File: config.mk
export PLATFORM = sky130hd
export DESIGN_NAME = ascii_hex_tlv_deframer_unit
export DESIGN_NICKNAME = d
export VERILOG_FILES = /design/src/sv/ahtd_pkg.sv /design/src/sv/ascii_hex_tlv_deframer_unit.sv /design/src/sv/ahtd_classify.sv /design/src/sv/ahtd_queue.sv /design/src/sv/ahtd_parser.sv
export SDC_FILE = /design/constraint.sdc
export NUM_CORES = 1
export LEC_CHECK = 0
export BUFFER_PORTS_ARGS = -buffer_cell sky130_fd_sc_hd__clkbuf_2
export CORE_MARGIN = 2
export CORE_UTILIZATION = 50
export DETAILED_ROUTE_END_ITERATION = 12
export PLACE_DENSITY = 0.69
export SYNTH_ARGS = -nofsm -noshare
export SYNTH_HDL_FRONTEND = slang
export SYNTH_SLANG_ARGS = --single-unit
File: constraint.sdc
create_clock -name clk -period 3.3 [get_ports clk]
set_clock_uncertainty 0.15 [all_clocks]
set_input_delay 0.165 -clock clk [delete_from_list [all_inputs] [get_ports clk]]
set_output_delay 0.165 -clock clk [all_outputs]
set_load 0.01 [all_outputs]
File: src/sv/ahtd_pkg.sv
// types and constants shared by the ascii hex tlv deframer modules
`default_nettype none

package ahtd_pkg;

    // frame layout
    localparam int unsigned TYPE_BYTES   = 4;
    localparam int unsigned HEADER_BYTES = 8;
    localparam int unsigned COUNT_W      = 4;

    // result kinds
    typedef enum logic [1:0] {
        KIND_PAYLOAD = 2'd0,
        KIND_EMPTY   = 2'd1,
        KIND_ERROR   = 2'd2
    } kind_t;

    // one item of the byte stream
    typedef struct packed {
        logic [7:0] in_byte;
        logic       chunk_last;
    } in_item_t;

    // one result item
    typedef struct packed {
        logic [1:0]  result_kind;
        logic [7:0]  out_byte;
        logic [31:0] msg_type;
        logic [15:0] msg_length;
        logic        msg_last;
    } out_item_t;

    // classified byte passed from front to back
    typedef struct packed {
        logic [7:0] data;
        logic [3:0] digit;
        logic       is_digit;
        logic       is_ws;
    } tok_t;

endpackage

`default_nettype wire

File: src/sv/ascii_hex_tlv_deframer_unit.sv
// top level of the ascii hex type-length-value deframer
// each accepted byte is held in the queue, then parsed, and any result is registered
// throughput: one byte per cycle unless stalled; the two-entry queue and the
// result register let front end and parser stall independently
// reset: rst_n clears all header, payload and handshake state at once
`default_nettype none

module ascii_hex_tlv_deframer_unit
    import ahtd_pkg::*;
(
    input  wire logic      clk,
    input  wire logic      rst_n,
    input  wire logic      byte_valid,
    output logic           byte_ready,
    input  wire in_item_t  byte_item,
    output logic           result_valid,
    input  wire logic      result_ready,
    output out_item_t      result
);

    logic push;
    tok_t push_tok;
    logic full;
    logic pop;
    logic head_valid;
    tok_t head_tok;

    // byte classification
    ahtd_classify u_classify (
        .byte_valid (byte_valid),
        .byte_ready (byte_ready),
        .byte_item  (byte_item),
        .push       (push),
        .tok        (push_tok),
        .full       (full)
    );

    // decoupling queue
    ahtd_queue u_queue (
        .clk        (clk),
        .rst_n      (rst_n),
        .push       (push),
        .push_tok   (push_tok),
        .full       (full),
        .pop        (pop),
        .head_valid (head_valid),
        .head_tok   (head_tok)
    );

    // frame parser and result register
    ahtd_parser u_parser (
        .clk          (clk),
        .rst_n        (rst_n),
        .head_valid   (head_valid),
        .head_tok     (head_tok),
        .pop          (pop),
        .result_valid (result_valid),
        .result_ready (result_ready),
        .result       (result)
    );

endmodule

`default_nettype wire

File: src/sv/ahtd_classify.sv
// front end: accepts stream items and classifies each byte for the length parser
`default_nettype none

module ahtd_classify
    import ahtd_pkg::*;
(
    input  wire logic     byte_valid,
    output logic          byte_ready,
    input  wire in_item_t byte_item,
    output logic          push,
    output tok_t          tok,
    input  wire logic     full
);

    logic [7:0] b;

    // take an item whenever the queue has room
    assign byte_ready = !full;
    assign push       = byte_valid && !full;
    assign b          = byte_item.in_byte;

    // hex digit and whitespace decode
    always_comb
    begin
        tok.data     = b;
        tok.digit    = 4'd0;
        tok.is_digit = 1'b0;
        tok.is_ws    = (b == 8'h20) || (b >= 8'h09 && b <= 8'h0D);
        if (b >= 8'h30 && b <= 8'h39)
        begin
            tok.digit    = 4'(b - 8'h30);
            tok.is_digit = 1'b1;
        end
        else if (b >= 8'h61 && b <= 8'h66)
        begin
            tok.digit    = 4'(b - 8'h57);
            tok.is_digit = 1'b1;
        end
        else if (b >= 8'h41 && b <= 8'h46)
        begin
            tok.digit    = 4'(b - 8'h37);
            tok.is_digit = 1'b1;
        end
    end

endmodule

`default_nettype wire

File: src/sv/ahtd_queue.sv
// two-entry queue of classified bytes between front end and parser
`default_nettype none

module ahtd_queue
    import ahtd_pkg::*;
(
    input  wire logic clk,
    input  wire logic rst_n,
    input  wire logic push,
    input  wire tok_t push_tok,
    output logic      full,
    input  wire logic pop,
    output logic      head_valid,
    output tok_t      head_tok
);

    tok_t       entry_reg [2];
    logic       wr_ptr_reg;
    logic       rd_ptr_reg;
    logic [1:0] count_reg;
    logic       do_push;
    logic       do_pop;

    assign full       = (count_reg == 2'd2);
    assign head_valid = (count_reg != 2'd0);
    assign head_tok   = entry_reg[rd_ptr_reg];
    assign do_push    = push && !full;
    assign do_pop     = pop && head_valid;

    // pointers and fill count
    always_ff @(posedge clk or negedge rst_n)
    begin
        if (!rst_n)
        begin
            wr_ptr_reg <= 1'b0;
            rd_ptr_reg <= 1'b0;
            count_reg  <= 2'd0;
        end
        else
        begin
            if (do_push)
                wr_ptr_reg <= !wr_ptr_reg;
            if (do_pop)
                rd_ptr_reg <= !rd_ptr_reg;
            if (do_push && !do_pop)
                count_reg <= count_reg + 2'd1;
            else if (do_pop && !do_push)
                count_reg <= count_reg - 2'd1;
        end
    end

    // entry storage
    always_ff @(posedge clk)
    begin
        if (do_push)
            entry_reg[wr_ptr_reg] <= push_tok;
    end

    a_count_range: assert property (@(posedge clk) disable iff (!rst_n)
        count_reg != 2'd3)
        else $error("queue count out of range");

endmodule

`default_nettype wire

File: src/sv/ahtd_parser.sv
// back end: header and length parsing, payload pass-through, result register
`default_nettype none

module ahtd_parser
    import ahtd_pkg::*;
(
    input  wire logic clk,
    input  wire logic rst_n,
    input  wire logic head_valid,
    input  wire tok_t head_tok,
    output logic      pop,
    output logic      result_valid,
    input  wire logic result_ready,
    output out_item_t result
);

    typedef enum logic [1:0] {
        PH_LEAD   = 2'd0,
        PH_DIGITS = 2'd1,
        PH_TRAIL  = 2'd2
    } phase_t;

    localparam logic [COUNT_W-1:0] TYPE_CNT = COUNT_W'(TYPE_BYTES);
    localparam logic [COUNT_W-1:0] HDR_CNT  = COUNT_W'(HEADER_BYTES);

    logic [COUNT_W-1:0] header_count_reg, header_count_next;
    logic [31:0]        type_reg, type_next;
    logic [15:0]        length_accum_reg, length_accum_next;
    phase_t             phase_reg, phase_next;
    logic               hex_error_reg, hex_error_next;
    logic [15:0]        payload_remaining_reg, payload_remaining_next;
    logic               in_payload_reg, in_payload_next;
    logic               out_valid_reg, out_valid_next;
    out_item_t          out_reg, out_next;

    logic               step;
    logic               emit;
    out_item_t          emit_item;
    logic [15:0]        rem_dec;
    logic               clear;

    // a byte is taken when the result slot is free or draining
    assign step         = head_valid && (!out_valid_reg || result_ready);
    assign pop          = step;
    assign result_valid = out_valid_reg;
    assign result       = out_reg;
    assign rem_dec      = payload_remaining_reg - 16'd1;

    // per-byte parse step
    always_comb
    begin
        header_count_next      = header_count_reg;
        type_next              = type_reg;
        length_accum_next      = length_accum_reg;
        phase_next             = phase_reg;
        hex_error_next         = hex_error_reg;
        payload_remaining_next = payload_remaining_reg;
        in_payload_next        = in_payload_reg;
        emit                   = 1'b0;
        clear                  = 1'b0;
        emit_item.result_kind  = KIND_PAYLOAD;
        emit_item.out_byte     = 8'd0;
        emit_item.msg_type     = type_reg;
        emit_item.msg_length   = 16'd0;
        emit_item.msg_last     = 1'b1;

        if (step)
        begin
            if (in_payload_reg)
            begin
                // payload pass-through
                payload_remaining_next = rem_dec;
                emit                   = 1'b1;
                emit_item.result_kind  = KIND_PAYLOAD;
                emit_item.out_byte     = head_tok.data;
                emit_item.msg_length   = length_accum_reg;
                emit_item.msg_last     = (rem_dec == 16'd0);
                if (rem_dec == 16'd0)
                begin
                    in_payload_next = 1'b0;
                    clear           = 1'b1;
                end
            end
            else if (header_count_reg < TYPE_CNT)
            begin
                // type byte
                type_next         = {type_reg[23:0], head_tok.data};
                header_count_next = header_count_reg + COUNT_W'(1);
            end
            else
            begin
                // length field character
                unique case (phase_reg)
                    PH_LEAD:
                    begin
                        if (head_tok.is_digit)
                        begin
                            length_accum_next = {12'd0, head_tok.digit};
                            phase_next        = PH_DIGITS;
                        end
                        else if (!head_tok.is_ws)
                            hex_error_next = 1'b1;
                    end
                    PH_DIGITS:
                    begin
                        if (head_tok.is_digit)
                            length_accum_next = {length_accum_reg[11:0], head_tok.digit};
                        else if (head_tok.is_ws)
                            phase_next = PH_TRAIL;
                        else
                            hex_error_next = 1'b1;
                    end
                    PH_TRAIL:
                    begin
                        if (!head_tok.is_ws)
                            hex_error_next = 1'b1;
                    end
                    default:
                        hex_error_next = 1'b1;
                endcase
                header_count_next = header_count_reg + COUNT_W'(1);

                // end of header
                if (header_count_next == HDR_CNT)
                begin
                    if (hex_error_next || phase_next == PH_LEAD)
                    begin
                        emit                  = 1'b1;
                        emit_item.result_kind = KIND_ERROR;
                        clear                 = 1'b1;
                    end
                    else if (length_accum_next == 16'd0)
                    begin
                        emit                  = 1'b1;
                        emit_item.result_kind = KIND_EMPTY;
                        clear                 = 1'b1;
                    end
                    else
                    begin
                        payload_remaining_next = length_accum_next;
                        in_payload_next        = 1'b1;
                    end
                end
            end
        end

        if (clear)
        begin
            header_count_next = '0;
            type_next         = 32'd0;
            length_accum_next = 16'd0;
            phase_next        = PH_LEAD;
            hex_error_next    = 1'b0;
        end

        // result slot
        if (emit)
        begin
            out_valid_next = 1'b1;
            out_next       = emit_item;
        end
        else
        begin
            out_valid_next = out_valid_reg && !result_ready;
            out_next       = out_reg;
        end
    end

    // parser state and result register
    always_ff @(posedge clk or negedge rst_n)
    begin
        if (!rst_n)
        begin
            header_count_reg      <= '0;
            type_reg              <= 32'd0;
            length_accum_reg      <= 16'd0;
            phase_reg             <= PH_LEAD;
            hex_error_reg         <= 1'b0;
            payload_remaining_reg <= 16'd0;
            in_payload_reg        <= 1'b0;
            out_valid_reg         <= 1'b0;
            out_reg               <= '0;
        end
        else
        begin
            header_count_reg      <= header_count_next;
            type_reg              <= type_next;
            length_accum_reg      <= length_accum_next;
            phase_reg             <= phase_next;
            hex_error_reg         <= hex_error_next;
            payload_remaining_reg <= payload_remaining_next;
            in_payload_reg        <= in_payload_next;
            out_valid_reg         <= out_valid_next;
            out_reg               <= out_next;
        end
    end

    a_payload_after_header: assert property (@(posedge clk) disable iff (!rst_n)
        in_payload_reg |-> (header_count_reg == HDR_CNT && payload_remaining_reg != 16'd0))
        else $error("payload phase without complete header");

    a_header_count_range: assert property (@(posedge clk) disable iff (!rst_n)
        header_count_reg <= HDR_CNT)
        else $error("header count overran");

    a_nonpayload_last: assert property (@(posedge clk) disable iff (!rst_n)
        (out_valid_reg && out_reg.result_kind != KIND_PAYLOAD)
            |-> (out_reg.msg_last && out_reg.msg_length == 16'd0 && out_reg.out_byte == 8'd0))
        else $error("empty or error result malformed");

    a_no_step_when_blocked: assert property (@(posedge clk) disable iff (!rst_n)
        (out_valid_reg && !result_ready) |-> !pop)
        else $error("byte consumed while result slot blocked");

endmodule

`default_nettype wire

Yosys cells after proc, flatten, opt, wreduce, memory -nomap -nowiden
Memory sizes are Yosys's and may differ from the RTL's.
Cells that the tools add are included.
{"block": "word_totals", "reg_bits": 136, "latchBits": 0, "ramBits": 28, "rom_bits": 0, "inputBits": 13, "output_inout_bits": 61, "n_memories": 1}
{"block": "op_classes", "add_sub_neg": 7, "mul": 0, "n_div": 0, "magnitude_cmp": 9, "n_eq_ne": 10, "shifts": 0, "mux": 75, "bitwise": 0, "reduce_logical": 35}
{"memory": "u_queue.entry_reg", "words": 2, "word_bits": 14, "rd": 1, "rd_clocked_by_memory_dff": 0, "wr": 1, "line": "ahtd_queue.sv:17", "source": "tok_t entry_reg [2];"}
{"op": "two-way mux 16 bit", "n": 14}
{"op": "two-way mux 32 bit", "n": 4}
{"op": "two-way mux 17 bit", "n": 2}
{"op": "logical NOT 16 bit", "n": 2}
{"op": "two-way mux 2 bit", "n": 16}
{"op": "one-hot mux 16 bit (2 select lines)", "n": 1}
{"op": "two-way mux 1 bit", "n": 28}
{"op": ">= comparator 8 x 7 -> 1 bit, second input constant", "n": 2}
{"op": "less-or-equal comparator 8 x 7 -> 1 bit, second input constant", "n": 2}
{"op": "subtractor 16 x 1 -> 16 bit, second input constant", "n": 1}
{"op": "two-way mux 5 bit", "n": 3}
{"op": "two-way mux 4 bit", "n": 3}
{"op": "logical AND 1 bit", "n": 11}
{"op": "two-way mux 10 bit", "n": 1}
{"op": "nonzero test 2 bit", "n": 5}
{"op": "equality test 8 x 6 -> 1 bit, second input constant", "n": 1}
{"op": ">= comparator 8 x 4 -> 1 bit, second input constant", "n": 1}
{"op": ">= comparator 8 x 6 -> 1 bit, second input constant", "n": 1}
{"op": "less-or-equal comparator 8 x 4 -> 1 bit, second input constant", "n": 1}
{"op": "less-or-equal comparator 8 x 6 -> 1 bit, second input constant", "n": 1}
{"op": "two-way mux 8 bit", "n": 1}
{"op": "inequality test 2 x 1 -> 1 bit, second input constant", "n": 4}
{"op": "subtractor 4 x 3 -> 4 bit, second input constant", "n": 2}
{"op": "logical NOT 1 bit", "n": 7}
{"op": "other kinds (17)", "n": 22}

Depth between registers and ports, before layout
An unclocked memory read counts as a cell.
{"block": "depth", "word_depth": 16, "depth_mapped": 9}

Cells and area by module
A second synthesis with hierarchy kept.
{"block": "unflattened", "cells_unflattened": 743, "hier_area_um2": 7863.8}
{"mod": "ahtd_parser", "instances": 1, "cells_per_inst": 637, "area_each_um2": 6283.5, "seq_area_each_um2": 3303.2}
{"mod": "ahtd_queue", "instances": 1, "cells_per_inst": 63, "area_each_um2": 1263.7, "seq_area_each_um2": 940.9}
{"mod": "ahtd_classify", "instances": 1, "cells_per_inst": 43, "area_each_um2": 316.6, "seq_area_each_um2": 0.0}

Least setup slack after synthesis
OpenSTA, ideal clock, no wires.
{"block": "synth_timing", "path_type": "reg-to-reg", "from": "reg u_parser.payload_remaining_reg[0]", "to": "reg u_parser.phase_reg[0]", "setup_time_ns": 0.126, "t_arrival_ns": 2.352, "required_ns": 3.024, "slack_ns": 0.672, "stages_incl_launch_ff": 9, "n_path_buf": 0, "synth_period_minus_slack_ns": 2.628, "cell_sequence": "dfrtp_1 inv_1 ha_1 nor3b_1 a41oi_1 and3_1 a2111oi_4 nor2_2 a221o_1"}
{"block": "synth_via", "elab_chain_cells": 7}
{"item": "start, declared", "line": "ahtd_parser.sv:31", "source": "logic [15:0] payload_remaining_reg, payload_remaining_next;"}
{"item": "start signal, assigned", "line": "ahtd_parser.sv:191", "source": "payload_remaining_reg <= payload_remaining_next;"}
{"item": "subtractor 16 x 1 -> 16 bit (*)", "line": "ahtd_parser.sv:47", "source": "assign rem_dec = payload_remaining_reg - 16'd1;"}
{"item": "logical NOT 16 bit (*)", "line": "ahtd_parser.sv:78", "source": "if (rem_dec == 16'd0)"}
{"item": "two-way mux 1 bit (*)", "line": "ahtd_parser.sv:78"}
{"item": "two-way mux 1 bit (*)", "line": "ahtd_parser.sv:69", "source": "if (in_payload_reg)"}
{"item": "two-way mux 1 bit (*)", "line": "ahtd_parser.sv:67", "source": "if (step)"}
{"item": "inequality test 2 x 1 -> 1 bit (no source line) (tied with other cells)"}
{"item": "AND reduction 3 bit (no source line)"}
{"item": "end signal, assigned", "line": "ahtd_parser.sv:189", "source": "phase_reg <= phase_next;"}
{"item": "end, declared", "line": "ahtd_parser.sv:29", "source": "phase_t phase_reg, phase_next;"}
Mark *: on every way between the ends. The rest lies on a longest branch, timed or not.
A chain may end at the register's enable or synchronous reset.

Final worst setup path
{"block": "layout_timing", "from": "reg u_queue.rd_ptr_reg", "to": "reg u_parser.hex_error_reg"}
{"block": "layout_via", "elab_chain_cells": 16}
{"item": "start, declared", "line": "ahtd_queue.sv:19", "source": "logic rd_ptr_reg;"}
{"item": "start signal, assigned", "line": "ahtd_queue.sv:44", "source": "rd_ptr_reg <= !rd_ptr_reg;"}
{"item": "memory (2 x 14 bit) (*)"}
{"item": "parallel branches: the longest is 15 deep, another holds two-way mux 16 bit"}
{"item": "end signal, assigned", "line": "ahtd_parser.sv:190", "source": "hex_error_reg <= hex_error_next;"}
{"item": "end, declared", "line": "ahtd_parser.sv:30", "source": "logic hex_error_reg, hex_error_next;"}
Mark *: on every way between the ends. The select of a mux whose other input is x is not followed.

==> qor.yml <==
clk_path_buf_depth: 2
grt_overflow: 0
post_cts_buffers: 0
path_max_fanout: 20
syn-num-nets: 664
track_usage_pct: 23.04
wl_per_cell_um: 19.34
reg2reg_to: "u_parser.hex_error_reg$_DFFE_PN0P_"
io_pins: 74
end_kind: "register"
r2r_cells: 8
irDropWorstVdd_mv: 0.5301
rsz0062_at_grt: "false"
drtAntennaViolNets: 0
io_buffers: 72
powerDensity_mw_per_mm2: 717.2
seq_area_frac_synth_pct: 55.56
finalSetupTns_ps: 0
root_buffer: "clkbuf_16"
cap_viol_max_count: 0
cp_slowest_cell: "dfrtp_1"
synth.distinct_cells: 70
drcViolationCount: 0
largest_register_ff_count: 59
core_mm2: 0.01509
cts_tree: "done"
grt_first_pass_wirelength_um: 29270
detail_route.first_pass.iterations: 5
clk-insertion-delay-late_ps: 420
drive_gt1_share_pct: 21.83
grt_max_degree: 75
slowest_delay_ps: 630
grt_pass1_vias: 5574
tightestPinTransition_ps: 1058
cts_buffers: 17
clock-sinks: 164
die_w_um: 127.6
status: "completed"
grt_antenna_before_repair: 0
path_cells: "mux2i_2, or2_2, buf_4, a2111oi_4, o31ai_2, nand2_2, buf_4, a22oi_1"
yosysWarningCount: 0
first_iter_violations: 457
final-max-slew-violation-count: 0
synth-seq-cells: 164
drt_wl_total_um: 17980
htreeDepth: 4
die-height_um: 127.6
max-slew-margin-rel_pct: 29.41
worstPathArrival_ps: 3250
fp-row-count: 45
rr_startpoint: "u_queue.rd_ptr_reg$_DFFE_PN0P_"
crit_top_cell: "buf_4"
start_util_pct: 50.62
syn_inst: 641
area_growth_pct: 16.71
hold_class: "in2async"
rrSetupSlack_ps: 230
fmax_mhz: 325.8
via_per_inst: 6.106
diodes: 0
synthArstFlopShare_pct: 82.93
vias: 5679
hold_viol_final: 0
whs_ps: 171.7
synth_edf_count: 28
cp-start-kind: "register"
syn_area_mm2: 0.007639
setup_viol: 0
dieArea_mm2: 0.01628
place_congestion: 0.9846
min_period_ps: 3070
power.leakage_nw: 4.061
ys.flop_type: "dfrtp_1"
path_clk_slew_ps: 60
avgSynthCellArea_um2: 11.92
cp.required_ps: 3480
place_hpwl_um: 12040
final_nets: 753
fin_crit_sh_pct: 93.02
crit_type: "reg2reg"
-- kinds of logic after synthesis --
family          after synthesis  share of synthesized area, %
compound gates              173                         18.48
simple gates                167                         11.89
flops                       164                         55.56
buf+inv                      63                         3.538
mux                          58                         8.206
fa+ha+maj                    10                         1.638
xor+xnor                      6                        0.6880
-- per-layer routing --
metal / vias to the layer above / routed length (um) / track usage (%)
li1: 2618 / - / -
met1: 2874 / 8149 / 32.34
met2: 165 / 8578 / 35.67
met3: 22 / 962 / 5.486
met4: 0 / 293 / 7.434
met5: - / 0 / 0
-- critical path: cells and delay by family (launching register included) --
kind,cells,cell delay (ps)
DFF,1,630
AOI/OAI and AO/OA,3,850
buffers and inverters,2,480
and+or+nand+nor,2,500
muxes,1,360
-- cell usage after synthesis (all sizes together) (5+ instances only) --
cell type  number  area [um^2]
buf            11        75.07
a21oi          23        115.1
a22oi           6        45.04
clkbuf         27        101.4
inv            25        93.84
nand2b          6        37.54
ha             10        125.1
o2bb2ai        30        262.8
o2111ai         5        43.79
nor3           17        85.08
nand3          16        80.08
nand2          29        108.9
o21ai          17        85.08
nor4           10        75.07
a31oi           8        65.06
nor3b           5        37.54
and3           17        106.4
dfrtp         136         3403
a22o           45        394.1
nor2           36        142.6
mux2           34        382.9
nand4           8        50.05
edfxtp         28        840.8
mux2i          24        244.0
-- final cells by class --
| class | instances | area (um^2) |
|---|---|---|
| Clock inverter | 7 | 48.80 |
| Sequential cell | 164 | 4244 |
| Clock buffer | 24 | 483.0 |
| Inverter | 25 | 93.84 |
| Timing Repair Buffer | 107 | 656.9 |
| Tap cell | 188 | 235.2 |
| Multi-Input combinational cell | 415 | 3153 |
| Fill cell | 1213 | 6175 |
-- where the power goes --
group | switching, mW | internal (mW) | leakage, nW
clock network | 0.768 | 1.02 | 0.260
registers | 0.282 | 2.39 | 1.97
logic | 1.14 | 0.797 | 1.83
total | 2.19 | 4.21 | 4.06
-- timing repair --
action / 4_1_cts / 5_1_grt
setup endpoints to repair: 0 / 76
hold buffers: 11 / 0
hold endpoints to repair: 92 / 0
gates resized for setup: 0 / 4
-- cells in the final DEF, fill, tap and decap left out, types with 6 or more instances in the layout --
cell | synthesis | layout
dfrtp_1 | 136 | 136
clkbuf_2 | 0 | 71
a22o_1 | 45 | 45
nor2_1 | 33 | 32
o2bb2ai_1 | 30 | 30
edfxtp_1 | 28 | 28
nand2_1 | 29 | 27
inv_1 | 24 | 24
mux2_1 | 24 | 24
buf_4 | 1 | 24
mux2i_1 | 23 | 23
a21oi_1 | 23 | 23
clkbuf_16 | 0 | 18
and3_1 | 17 | 17
nand3_1 | 16 | 16
o21ai_0 | 16 | 16
nor3_1 | 17 | 16
dlygate4sd3_1 | 0 | 11
mux2_2 | 10 | 10
ha_1 | 10 | 10
nand4_1 | 8 | 8
nor4_1 | 8 | 8
a31oi_1 | 7 | 7
nand2b_1 | 6 | 6
a22oi_1 | 6 | 6
-- how the worst max path moves through the flow --
stage | from | end | slack (ps) | depth (start not counted)
after detailed placement | u_queue.rd_ptr_reg$_DFFE_PN0P_ | u_parser.result[14]$_DFFE_PN0P_ | 130 | 7
after CTS | u_queue.rd_ptr_reg$_DFFE_PN0P_ | u_parser.result[12]$_DFFE_PN0P_ | 100 | 7
after global routing | u_queue.rd_ptr_reg$_DFFE_PN0P_ | u_parser.hex_error_reg$_DFFE_PN0P_ | 60 | 8
after floorplan | u_parser.payload_remaining_reg[0]$_DFFE_PN0P_ | u_parser.phase_reg[0]$_DFFE_PN0P_ | 670 | 8
after global placement | u_queue.rd_ptr_reg$_DFFE_PN0P_ | u_parser.hex_error_reg$_DFFE_PN0P_ | 200 | 8
final | u_queue.rd_ptr_reg$_DFFE_PN0P_ | u_parser.hex_error_reg$_DFFE_PN0P_ | 230 | 8
-- stage by stage --
step | worst slack (ps) | std cells | power [mW] | area, um^2 | util, %
after global placement | 199.9 | 887 | 4.498 | 8254 | 54.70
after global routing | 58.00 | 930 | 6.730 | 8915 | 59.08
final | 230.4 | 930 | 6.394 | 8915 | 59.08
after CTS | 102.6 | 929 | 6.400 | 8896 | 58.96
after detailed placement | 126.6 | 887 | 4.590 | 8254 | 54.70
after floorplan | 671.7 | 641 | 3.995 | 7639 | -
(Power assumes the default switching activity.)
